## config.mk

```make
export PLATFORM = sky130hd
export DESIGN_NAME = socd_dpad_report_builder
export DESIGN_NICKNAME = d
export VERILOG_FILES = /design/src/socd_pkg.sv /design/src/socd_clean.sv /design/src/socd_crc8.sv /design/src/socd_dpad_report_builder.sv
export SDC_FILE = /design/constraint.sdc
export NUM_CORES = 1
export LEC_CHECK = 0
export ABC_AREA = 0
export BUFFER_PORTS_ARGS = -buffer_cell sky130_fd_sc_hd__buf_4
export CORE_ASPECT_RATIO = 1.75
export CORE_MARGIN = 3
export CORE_UTILIZATION = 54
export CTS_CLUSTER_DIAMETER = 30
export DETAILED_ROUTE_END_ITERATION = 10
export PLACE_DENSITY_LB_ADDON = 0.08
export SYNTH_ARGS = -nofsm -noshare
export SYNTH_HDL_FRONTEND = slang
export SYNTH_SLANG_ARGS = --single-unit
```

## constraint.sdc

```tcl
create_clock -name i_clk -period 2.5 [get_ports i_clk]
set_input_delay 0.125 -clock i_clk [delete_from_list [all_inputs] [get_ports i_clk]]
set_output_delay 0.125 -clock i_clk [all_outputs]
set_load 0.02 [all_outputs]
```

## src/socd_pkg.sv

```systemverilog
`default_nettype none

package socd_pkg;

    typedef enum logic [1:0] {
        MODE_NEUTRAL      = 2'd0,
        MODE_LAST_PRESS   = 2'd1,
        MODE_SECOND_PRESS = 2'd2,
        MODE_PASS         = 2'd3
    } t_socd_mode;

    localparam int unsigned BTN_W = 7;
    localparam int unsigned DIR_W = 4;
    localparam int unsigned CRC_W = 8;

    localparam logic [DIR_W-1:0] DIR_UP    = 4'b0001;
    localparam logic [DIR_W-1:0] DIR_DOWN  = 4'b0010;
    localparam logic [DIR_W-1:0] DIR_LEFT  = 4'b0100;
    localparam logic [DIR_W-1:0] DIR_RIGHT = 4'b1000;

    localparam logic [CRC_W-1:0] CRC_POLY_REFL = 8'h8C;

    localparam int unsigned IN_TDATA_W  = 16;
    localparam int unsigned OUT_TDATA_W = 24;

    function automatic logic [DIR_W-1:0] f_clean_pair(
        input logic [DIR_W-1:0] raw,
        input logic [DIR_W-1:0] prev,
        input t_socd_mode       mode,
        input logic [DIR_W-1:0] lo,
        input logic [DIR_W-1:0] hi
    );
        logic [DIR_W-1:0] pair;
        logic [DIR_W-1:0] res;
        logic [DIR_W-1:0] fresh;
        logic [DIR_W-1:0] held;
        pair  = lo | hi;
        res   = raw;
        fresh = (raw ^ prev) & raw & pair;
        held  = prev & pair;
        if ((raw & pair) == pair) begin
            case (mode)
                MODE_NEUTRAL: begin
                    res = raw & ~pair;
                end
                MODE_LAST_PRESS: begin
                    if ((fresh & lo) != '0) begin
                        res = raw & ~hi;
                    end else if ((fresh & hi) != '0) begin
                        res = raw & ~lo;
                    end else begin
                        res = raw & ~pair;
                    end
                end
                MODE_SECOND_PRESS: begin
                    if (held == lo) begin
                        res = raw & ~lo;
                    end else if (held == hi) begin
                        res = raw & ~hi;
                    end else begin
                        res = raw & ~pair;
                    end
                end
                default: begin
                    res = raw;
                end
            endcase
        end
        return res;
    endfunction

    // one byte of reflected CRC-8, bit at a time
    function automatic logic [CRC_W-1:0] f_crc_byte(
        input logic [CRC_W-1:0] crc_in,
        input logic [7:0]       data
    );
        logic [CRC_W-1:0] c;
        c = crc_in ^ data;
        for (int b = 0; b < 8; b++) begin
            c = c[0] ? ((c >> 1) ^ CRC_POLY_REFL) : (c >> 1);
        end
        return c;
    endfunction

endpackage

`default_nettype wire

```

## src/socd_clean.sv

```systemverilog
`default_nettype none

module dir_cleaner (
    input  wire logic                     i_clk,
    input  wire logic                     i_rst_n,
    input  wire logic                     i_adv,
    input  wire socd_pkg::t_socd_mode     i_mode,
    input  wire logic [socd_pkg::DIR_W-1:0] i_raw,
    output logic [socd_pkg::DIR_W-1:0]    o_dirs
);
    import socd_pkg::*;

    logic [DIR_W-1:0] r_prev_raw;
    logic [DIR_W-1:0] w_lr;
    logic [DIR_W-1:0] w_ud;

    always_comb begin
        w_lr   = f_clean_pair(i_raw, r_prev_raw, i_mode, DIR_LEFT, DIR_RIGHT);
        w_ud   = f_clean_pair(i_raw, r_prev_raw, i_mode, DIR_UP, DIR_DOWN);
        o_dirs = w_lr & w_ud;
    end

    // previous raw sample tracks every item, whatever the mode
    always_ff @(posedge i_clk) begin
        if (!i_rst_n) begin
            r_prev_raw <= '0;
        end else if (i_adv) begin
            r_prev_raw <= i_raw;
        end
    end

endmodule

`default_nettype wire

```

## src/socd_crc8.sv

```systemverilog
`default_nettype none

module socd_crc8 (
    input  wire logic [socd_pkg::BTN_W-1:0] i_buttons,
    input  wire logic [socd_pkg::DIR_W-1:0] i_dirs,
    output logic [socd_pkg::CRC_W-1:0]      o_crc
);
    import socd_pkg::*;

    logic [CRC_W-1:0] w_c1;
    logic [CRC_W-1:0] w_c2;

    // bytes: {buttons}, 0x00, {directions}
    always_comb begin
        w_c1  = f_crc_byte('0, {1'b0, i_buttons});
        w_c2  = f_crc_byte(w_c1, 8'h00);
        o_crc = f_crc_byte(w_c2, {4'b0000, i_dirs});
    end

endmodule

`default_nettype wire

```

## src/socd_dpad_report_builder.sv

```systemverilog
// Two register stages, input and output; a request waits in the input stage while the output is stalled.
// Throughput: one request per cycle while the output is not stalled; cleaning and CRC sit between the two registers.
// Upstream ready drops only while both registers hold and the output is stalled.
// Reset (i_rst_n, synchronous, active low): pipeline empty, mode neutral,
// previous sample and last-sent report cleared, first report always counts as changed.
`default_nettype none

module socd_dpad_report_builder (
    input  wire logic        i_clk,
    input  wire logic        i_rst_n,
    input  wire logic        s_axis_tvalid,
    output logic             s_axis_tready,
    // [6:0] button_levels, [10:7] direction_levels, [11] radio_idle, [15:12] zero
    input  wire logic [socd_pkg::IN_TDATA_W-1:0] s_axis_tdata,
    output logic             m_axis_tvalid,
    input  wire logic        m_axis_tready,
    // [6:0] pressed_buttons, [10:7] clean_directions, [18:11] report_crc,
    // [19] send_now, [23:20] zero
    output logic [socd_pkg::OUT_TDATA_W-1:0] m_axis_tdata,
    input  wire logic        i_cfg_valid,
    output logic             o_cfg_ready,
    input  wire logic [1:0]  i_cfg_data
);
    import socd_pkg::*;

    t_socd_mode         r_mode;
    logic               r_in_valid;
    logic [BTN_W-1:0]   r_in_buttons;
    logic [DIR_W-1:0]   r_in_raw;
    logic               r_in_idle;
    logic               r_out_valid;
    logic [OUT_TDATA_W-1:0] r_out_data;
    logic [OUT_TDATA_W-1:0] n_out_data;
    logic [BTN_W-1:0]   r_last_buttons;
    logic [DIR_W-1:0]   r_last_dirs;
    logic               r_sent_before;

    logic               w_adv;
    logic [DIR_W-1:0]   w_dirs;
    logic [CRC_W-1:0]   w_crc;
    logic               w_changed;
    logic               w_send;

    assign w_adv         = r_in_valid && (!r_out_valid || m_axis_tready);
    assign s_axis_tready = !r_in_valid || w_adv;
    assign o_cfg_ready   = 1'b1;
    assign m_axis_tvalid = r_out_valid;
    assign m_axis_tdata  = r_out_data;

    dir_cleaner u_clean (
        .i_clk   (i_clk),
        .i_rst_n (i_rst_n),
        .i_adv   (w_adv),
        .i_mode  (r_mode),
        .i_raw   (r_in_raw),
        .o_dirs  (w_dirs)
    );

    socd_crc8 u_crc (
        .i_buttons (r_in_buttons),
        .i_dirs    (w_dirs),
        .o_crc     (w_crc)
    );

    always_comb begin
        w_changed  = !r_sent_before || (r_in_buttons != r_last_buttons) ||
                     (w_dirs != r_last_dirs);
        w_send     = w_changed && r_in_idle;
        n_out_data = {4'b0000, w_send, w_crc, w_dirs, r_in_buttons};
    end

    always_ff @(posedge i_clk) begin
        if (!i_rst_n) begin
            r_mode         <= MODE_NEUTRAL;
            r_in_valid     <= 1'b0;
            r_out_valid    <= 1'b0;
            r_last_buttons <= '0;
            r_last_dirs    <= '0;
            r_sent_before  <= 1'b0;
        end else begin
            if (i_cfg_valid) begin
                r_mode <= t_socd_mode'(i_cfg_data);
            end
            if (s_axis_tvalid && s_axis_tready) begin
                r_in_valid <= 1'b1;
            end else if (w_adv) begin
                r_in_valid <= 1'b0;
            end
            if (w_adv) begin
                r_out_valid <= 1'b1;
            end else if (m_axis_tready) begin
                r_out_valid <= 1'b0;
            end
            if (w_adv && w_send) begin
                r_last_buttons <= r_in_buttons;
                r_last_dirs    <= w_dirs;
                r_sent_before  <= 1'b1;
            end
        end
    end

    // payload, no reset
    always_ff @(posedge i_clk) begin
        if (s_axis_tvalid && s_axis_tready) begin
            r_in_buttons <= ~s_axis_tdata[6:0];
            r_in_raw     <= ~s_axis_tdata[10:7];
            r_in_idle    <= s_axis_tdata[11];
        end
        if (w_adv) begin
            r_out_data <= n_out_data;
        end
    end

endmodule

`default_nettype wire

```

==> results.json, run 1 <==
{
  "run_status": "finished clean",
  "postCtsHoldBufs": 1,
  "grt_setup_unrepaired": "false",
  "core_area_mm2": 0.00419,
  "critical_path_arrival_ps": 2480,
  "mostFrequentLayoutCell": "buf_4",
  "synth.mux.area_fraction_pct": 8.00,
  "finalCoreUtilization_pct": 67.1,
  "crit_path_top_delay_cell": "a21oi_2",
  "postSynthAreaPerCell_um2": 12.0,
  "drc": 0,
  "vias_per_cell": 5.11,
  "worstMarginPinSlew_ps": 833,
  "maxSlewViolCount": 0,
  "synthArstFlopShare_pct": 0,
  "routed_wirelength_um": 4250,
  "synth-adder-area-share_pct": 0,
  "totalNegativeSetupSlack_ps": 0,
  "synth-simple-area-share_pct": 10.0,
  "port_buffers": 40,
  "layout-drive-gt1-share_pct": 24.8,
  "critical_path_class": "reg -> reg",
  "tritoncts": "built",
  "cts_repair_resize_count": 0,
  "hpwlAfterDp_um": 3180,
  "r2r-end": "r_last_buttons[0]",
  "die_width_um": 56.2,
  "synth.cell_area_mm2": 0.00238,
  "maxCapViolCount": 0,
  "post-route-worst-setup-slack_ps": 250,
  "die_area_mm2": 0.00527,
  "setup_viol_count_final": 0,
  "ios": 50,
  "timing.critical_path.cells": "nor2_1 -> o21ai_0 -> mux2i_1 -> nor4_2 -> a21oi_2 -> mux2i_1",
  "final-hold-violation-count": 0,
  "overflow": 0,
  "r2r_cells": 6,
  "fillcell_total": 338,
  "timing.max_slew.rel_slack_pct": 44.5,
  "period_share_pct": 90.0,
  "die_height_um": 93.8,
  "power.static_leakage_nw": 1.10,
  "synth_top_family_by_area": "XOR/XNOR gates",
  "final_net_count": 264,
  "critPathLaunch": "r_mode[0]",
  "antenna_violating_nets_post_route": 0,
  "synthXorXnorAreaFrac_pct": 12.7,
  "worst_r2r_startpoint": "r_mode[0]",
  "clk_path_buf_depth": 2,
  "antenna_violations_before_repair": 0,
  "cts.reportedPaths.clkPinSlew_ps": 90,
  "cpMostUsedCell": "mux2i_1",
  "regToRegSetupSlack_ps": 250,
  "yosys_register_bits": 52,
  "timing.critical_path.to_type": "flop",
  "commonest_non_fill_non_tap_cells_in_the_layout": "buf_4 (45), edfxtp_1 (32), nand2_1 (24)",
  "cellPowerDensity_mw_per_mm2": 647,
  "grt_start_max_net_pins": 31,
  "synth-compound-area-share_pct": 5.79,
  "numCtsBuffers": 5,
  "cp-start-kind": "flop",
  "floorplan.initialDensity_pct": 56.8,
  "timing.critical_path.slowest_cell_delay_ps": 640,
  "ys_types": 32,
  "drtPass1Iterations": 4,
  "groute.usage.overall_pct": 17.6,
  "holdCritPathClass": "in -> reg",
  "cts_post_setup_buffers_inserted": 0,
  "clock_sink_count": 52,
  "row_count": 31,
  "wire_per_inst_um": 14.6,
  "placed_cells_incl_taps": 282,
  "stdcell_count": 291,
  "ys_warn_count": 0,
  "vias": 1486,
  "final.setup_skew_ps": 3.69,
  "hold_path_depth": 3,
  "worstPathRequired_ps": 2730,
  "drt_iter0_drc": 42,
  "num_antenna_cells": 0,
  "grt_pass1_wl_um": 7020,
  "layout_min_cycle_time_ps": 2250,
  "synth_top_flop_cell": "edfxtp_1",
  "syn2layout_area_growth_pct": 18.2,
  "crit_fanout": 11,
  "worst_hold_slack_ps": 58.4,
  "cts_max_level": 2,
  "clockRootBuffer": "clkbuf_8",
  "vdd_ir_drop_max_mv": 0.507,
  "gp_congestion": 0.819,
  "first_global_vias": 1508,
  "synth-edff-count": 32,
  "seq_area_frac_synth_pct": 57.2,
  "preCtsSetupSlack_ps": 293,
  "synth_cells": 198,
  "insertion_delay_ps": 300,
  "cp-endpoint": "r_last_buttons[0]",
  "max_clock_freq_mhz": 445
}
-- layout make-up --
type                    instances  area, µm²  share of cell area, %
clock buffers                   8       90.1                   3.20
inverters                      16       60.1                   2.14
multi-input cells             120        891                   31.7
flip-flops and latches         52       1360                   48.4
well taps                      49       61.3                   2.18
repair buffers                 46        348                   12.4
-- how the worst min path moves through the flow --
stage                      end  slack, ps              from
3_5_place_dp         r_in_idle        310  s_axis_tdata[11]
4_1_cts             r_in_valid         50     s_axis_tvalid
3_3_place_gp         r_in_idle        300  s_axis_tdata[11]
6_report            r_in_valid         60     s_axis_tvalid
5_1_grt        r_in_buttons[6]         60   s_axis_tdata[6]
2_1_floorplan        r_in_idle        220  s_axis_tdata[11]
-- flip-flops by register name, indices dropped and copies added, names as in the netlist --
register / cells
m_axis_tdata: 20
r_in_buttons: 7
r_last_buttons: 7
r_in_raw: 4
r_last_dirs: 4
u_clean.r_prev_raw: 4
r_mode: 2
m_axis_tvalid: 1
r_in_idle: 1
r_in_valid: 1
r_sent_before: 1
-- critical path: cells and delay by family, from the launching register on --
| kind | cells | cell delay [ps] |
|---|---|---|
| simple gates | 2 | 180 |
| compound gates | 2 | 950 |
| flops | 1 | 490 |
| mux | 2 | 540 |
-- cell usage after synthesis (all sizes together), types with 2 or more instances --
cell type	count	area [µm²]
conb	2	7.51
mux2i	19	190
nor2b	10	62.6
buf	8	61.3
o21a	2	15.0
clkbuf	5	18.8
dfxtp	20	400
inv	16	60.1
edfxtp	32	961
nand2	25	96.4
a21boi	2	15.0
a21oi	4	23.8
xor2	7	61.3
and2	2	12.5
o21ai	4	20.0
xnor2	25	241
nand2b	5	31.3
-- stage by stage --
| step | cell area (µm²) | total power (W) |
|---|---|---|
| floorplan | 2390 | 0.00126 |
| CTS | 2810 | 0.00183 |
| finish | 2810 | 0.00182 |
| global placement | 2710 | 0.00134 |
| detailed placement | 2710 | 0.00136 |
| global route | 2810 | 0.00190 |
-- metal layers --
layer	wire [µm]	global-route usage, %
met4	114	7.92
met3	178	3.03
met1	1550	17.7
met5	0	0
met2	2410	34.3
-- where the power goes --
part	internal (W)	switching, W	leakage [nW]
combinational	0.000153	0.000167	0.583
clock	0.000226	0.000259	0.0455
sequential	0.000981	0.0000347	0.468
-- kinds of logic after synthesis --
logic type	count (synthesis)
XOR/XNOR	32
multiplexers	19
other	2
buffers and inverters	29
flip-flops	52
AND/OR/NAND/NOR	47
AO/OA/AOI/OAI	17
(Power assumes the default switching activity.)
==> run 2, diff against run 1 <==
--- a/config.mk
+++ b/config.mk
@@ -5,14 +5,15 @@
 export SDC_FILE = /design/constraint.sdc
 export NUM_CORES = 1
 export LEC_CHECK = 0
-export ABC_AREA = 0
+export ABC_AREA = 1
 export BUFFER_PORTS_ARGS = -buffer_cell sky130_fd_sc_hd__buf_4
 export CORE_ASPECT_RATIO = 1.75
 export CORE_MARGIN = 3
-export CORE_UTILIZATION = 54
+export CORE_UTILIZATION = 55
 export CTS_CLUSTER_DIAMETER = 30
 export DETAILED_ROUTE_END_ITERATION = 10
 export PLACE_DENSITY_LB_ADDON = 0.08
+export REMOVE_ABC_BUFFERS = 1
 export SYNTH_ARGS = -nofsm -noshare
 export SYNTH_HDL_FRONTEND = slang
 export SYNTH_SLANG_ARGS = --single-unit
==> run 2 against run 1 <==
  * Final area is 24% higher
  * First-iteration DRC count is 52% higher
  * Die area is 24% higher
  * Register-to-register slack better by 50 ps
  * Combinational power is 100% higher
  * Clock skew is 5.0 ps higher
  * Flip-flop and latch count stayed put
  * Area after synthesis is 28% higher
  * Cell count is 66% higher
  * Sequential power hardly changed
  * Largest power group unchanged
  * Highest routed layer unchanged
==> results.json, run 2 <==
{
  "run_status": "finished clean",
  "num_antenna_cells": 0,
  "antenna_violating_nets_post_route": 0,
  "crit_fanout": 8,
  "yosys-top-cells-area": "edfxtp_1 (32%), dfxtp_1 (13%), nand2_1 (11%)",
  "totalNegativeSetupSlack_ps": 0,
  "first_global_vias": 2245,
  "ios": 50,
  "antenna_violations_before_repair": 0,
  "synth_cells": 369,
  "drc": 0,
  "final_net_count": 432,
  "layout_min_cycle_time_ps": 2200,
  "synth_largest_area_cell": "edfxtp_1",
  "power.static_leakage_nw": 1.74,
  "yosys_register_bits": 52,
  "grt_setup_unrepaired": "false",
  "synth_top_flop_cell": "edfxtp_1",
  "tritoncts": "built",
  "grt.met2_usage_pct": 35.3,
  "grt_util_met1_pct": 18.9,
  "post-synth-top-count-cell": "nand2_1",
  "largest_register_ff_count": 20,
  "die_height_um": 105,
  "finalInstanceArea_mm2": 0.00349,
  "maxCapViolCount": 0,
  "critical_path_class": "reg -> reg",
  "worstPathRequired_ps": 2570,
  "max_clock_freq_mhz": 455,
  "timing.critical_path.to_type": "flop",
  "critical_path_arrival_ps": 2270,
  "maxSlewViolCount": 0,
  "grt_pass1_wl_um": 9520,
  "routed_wirelength_um": 5400,
  "cell_types_with_the_highest_counts_after_synthesis": "nand2_1 (91), inv_1 (50), nor2_1 (34), edfxtp_1 (32)",
  "cts_max_level": 2,
  "port_buffers": 40,
  "cellPowerDensity_mw_per_mm2": 649,
  "fillcell_total": 472,
  "ys_warn_count": 0,
  "wire_per_inst_um": 11.2,
  "die_area_mm2": 0.00651,
  "placedInstanceArea_mm2": 0.00336,
  "postSynthAreaPerCell_um2": 8.27,
  "layout-drive-gt1-share_pct": 27.6,
  "commonest_non_fill_non_tap_cells_in_the_layout": "nand2_1 (91), inv_1 (50), buf_4 (42)",
  "holdCritPathClass": "in -> reg",
  "insertion_delay_ps": 310,
  "seq_area_frac_synth_pct": 44.6,
  "gr-max-usage-layer": "met2",
  "overflow": 0,
  "setup_viol_count_final": 0,
  "synth-edff-count": 32,
  "clk_path_buf_depth": 2,
  "vdd_ir_drop_max_mv": 0.404,
  "groute.usage.overall_pct": 18.2,
  "grt_start_max_net_pins": 24,
  "globalRouteMet3Util_pct": 2.49,
  "floorplan.initialDensity_pct": 57.6,
  "cp-start-kind": "flop",
  "ys_types": 33,
  "row_count": 35,
  "numCtsBuffers": 5,
  "clockRootBuffer": "clkbuf_8",
  "core_area_mm2": 0.00530,
  "mostFrequentLayoutCell": "nand2_1",
  "drt_iter0_drc": 64,
  "cts.reportedPaths.clkPinSlew_ps": 90,
  "vias": 2293,
  "syn2layout_area_growth_pct": 14.3,
  "die_width_um": 62.3,
  "drtPass1Iterations": 6,
  "vias_per_cell": 4.74,
  "final-hold-violation-count": 0,
  "final.setup_skew_ps": 8.65,
  "clock_sink_count": 52,
  "period_share_pct": 88.0,
  "synth_top_cell_area_share_pct": 31.5,
  "synthArstFlopShare_pct": 0,
  "synth.cell_area_mm2": 0.00305,
  "hpwlAfterDp_um": 4120,
  "gp_congestion": 0.869
}
[run 2: worst paths after layout]
kind | cells past startpoint | start | end | slack, ps
min reg2reg | 2 | u_clean.r_prev_raw[2] | u_clean.r_prev_raw[2] | 480
max reg2reg | 15 | r_in_buttons[3] | m_axis_tdata[13] | 300
max | 15 | r_in_buttons[3] | m_axis_tdata[13] | 300
min | 3 | i_cfg_data[1] | r_mode[1] | 50
[run 2: layer usage]
| metal | up-vias | routed length (µm) |
|---|---|---|
| met5 | - | 0 |
| met4 | 0 | 131 |
| met3 | 12 | 184 |
| met2 | 43 | 3040 |
| met1 | 1034 | 2040 |
| li1 | 1204 | - |
[run 2: critical path: stages, from the launching register on]
cell	delay, ps
edfxtp_1	550
nand2_2	150
clkinv_1	70
nor2_2	130
nand2_2	90
nand2_4	110
xor2_1	230
nand2_1	110
nand2_2	120
nand2_2	70
nand2_2	70
nand2_1	60
nand2_2	70
inv_1	40
nand2_1	50
nand2_1	40
[run 2: cell families (layout without fill, tap and decap cells)]
family | Yosys count | count (layout) | share of synthesized area [%]
other | 2 | 5 | 0.246
AOI/OAI and AO/OA | 20 | 20 | 3.90
xor gates and xnor gates | 19 | 19 | 7.71
and+or+nand+nor | 197 | 197 | 32.0
DFF | 52 | 52 | 44.6
buffers and inverters | 79 | 117 | 11.5
[run 2: layout make-up]
| class | count | area, µm² | share of cell area (%) |
|---|---|---|---|
| sequential | 52 | 1360 | 39.0 |
| multi-input combinational | 241 | 1350 | 38.7 |
| timing repair buffer | 43 | 325 | 9.33 |
| inverter | 66 | 250 | 7.18 |
| tap | 74 | 92.6 | 2.66 |
| clock buffer | 6 | 72.6 | 2.08 |
| clock inverter | 2 | 35.0 | 1.00 |
[run 2: power breakdown]
part | switching, W | internal [W] | leakage, nW
combinational | 0.000398 | 0.000257 | 1.22
sequential | 0.0000404 | 0.00100 | 0.470
clock | 0.000269 | 0.000297 | 0.0552
[run 2: metrics by stage]
step           total power, W  utilization [%]  hold slack, ps  instances  setup slack (ps)
3_5_place_dp          0.00172             63.4             306        474               262
2_1_floorplan         0.00156                -             223        359               539
6_report              0.00226             65.8            51.8        484               300
3_3_place_gp          0.00171             63.4             304        474               308
4_1_cts               0.00229             65.7            46.1        483               243
5_1_grt               0.00240             65.8            51.0        484              11.5
[run 2: what timing repair did]
item                                   CTS  global route
setup buffers                            0             1
hold buffers                             1             0
endpoints found under the hold margin    1             0
setup endpoints to repair                0             1
gates resized for setup                  0             0
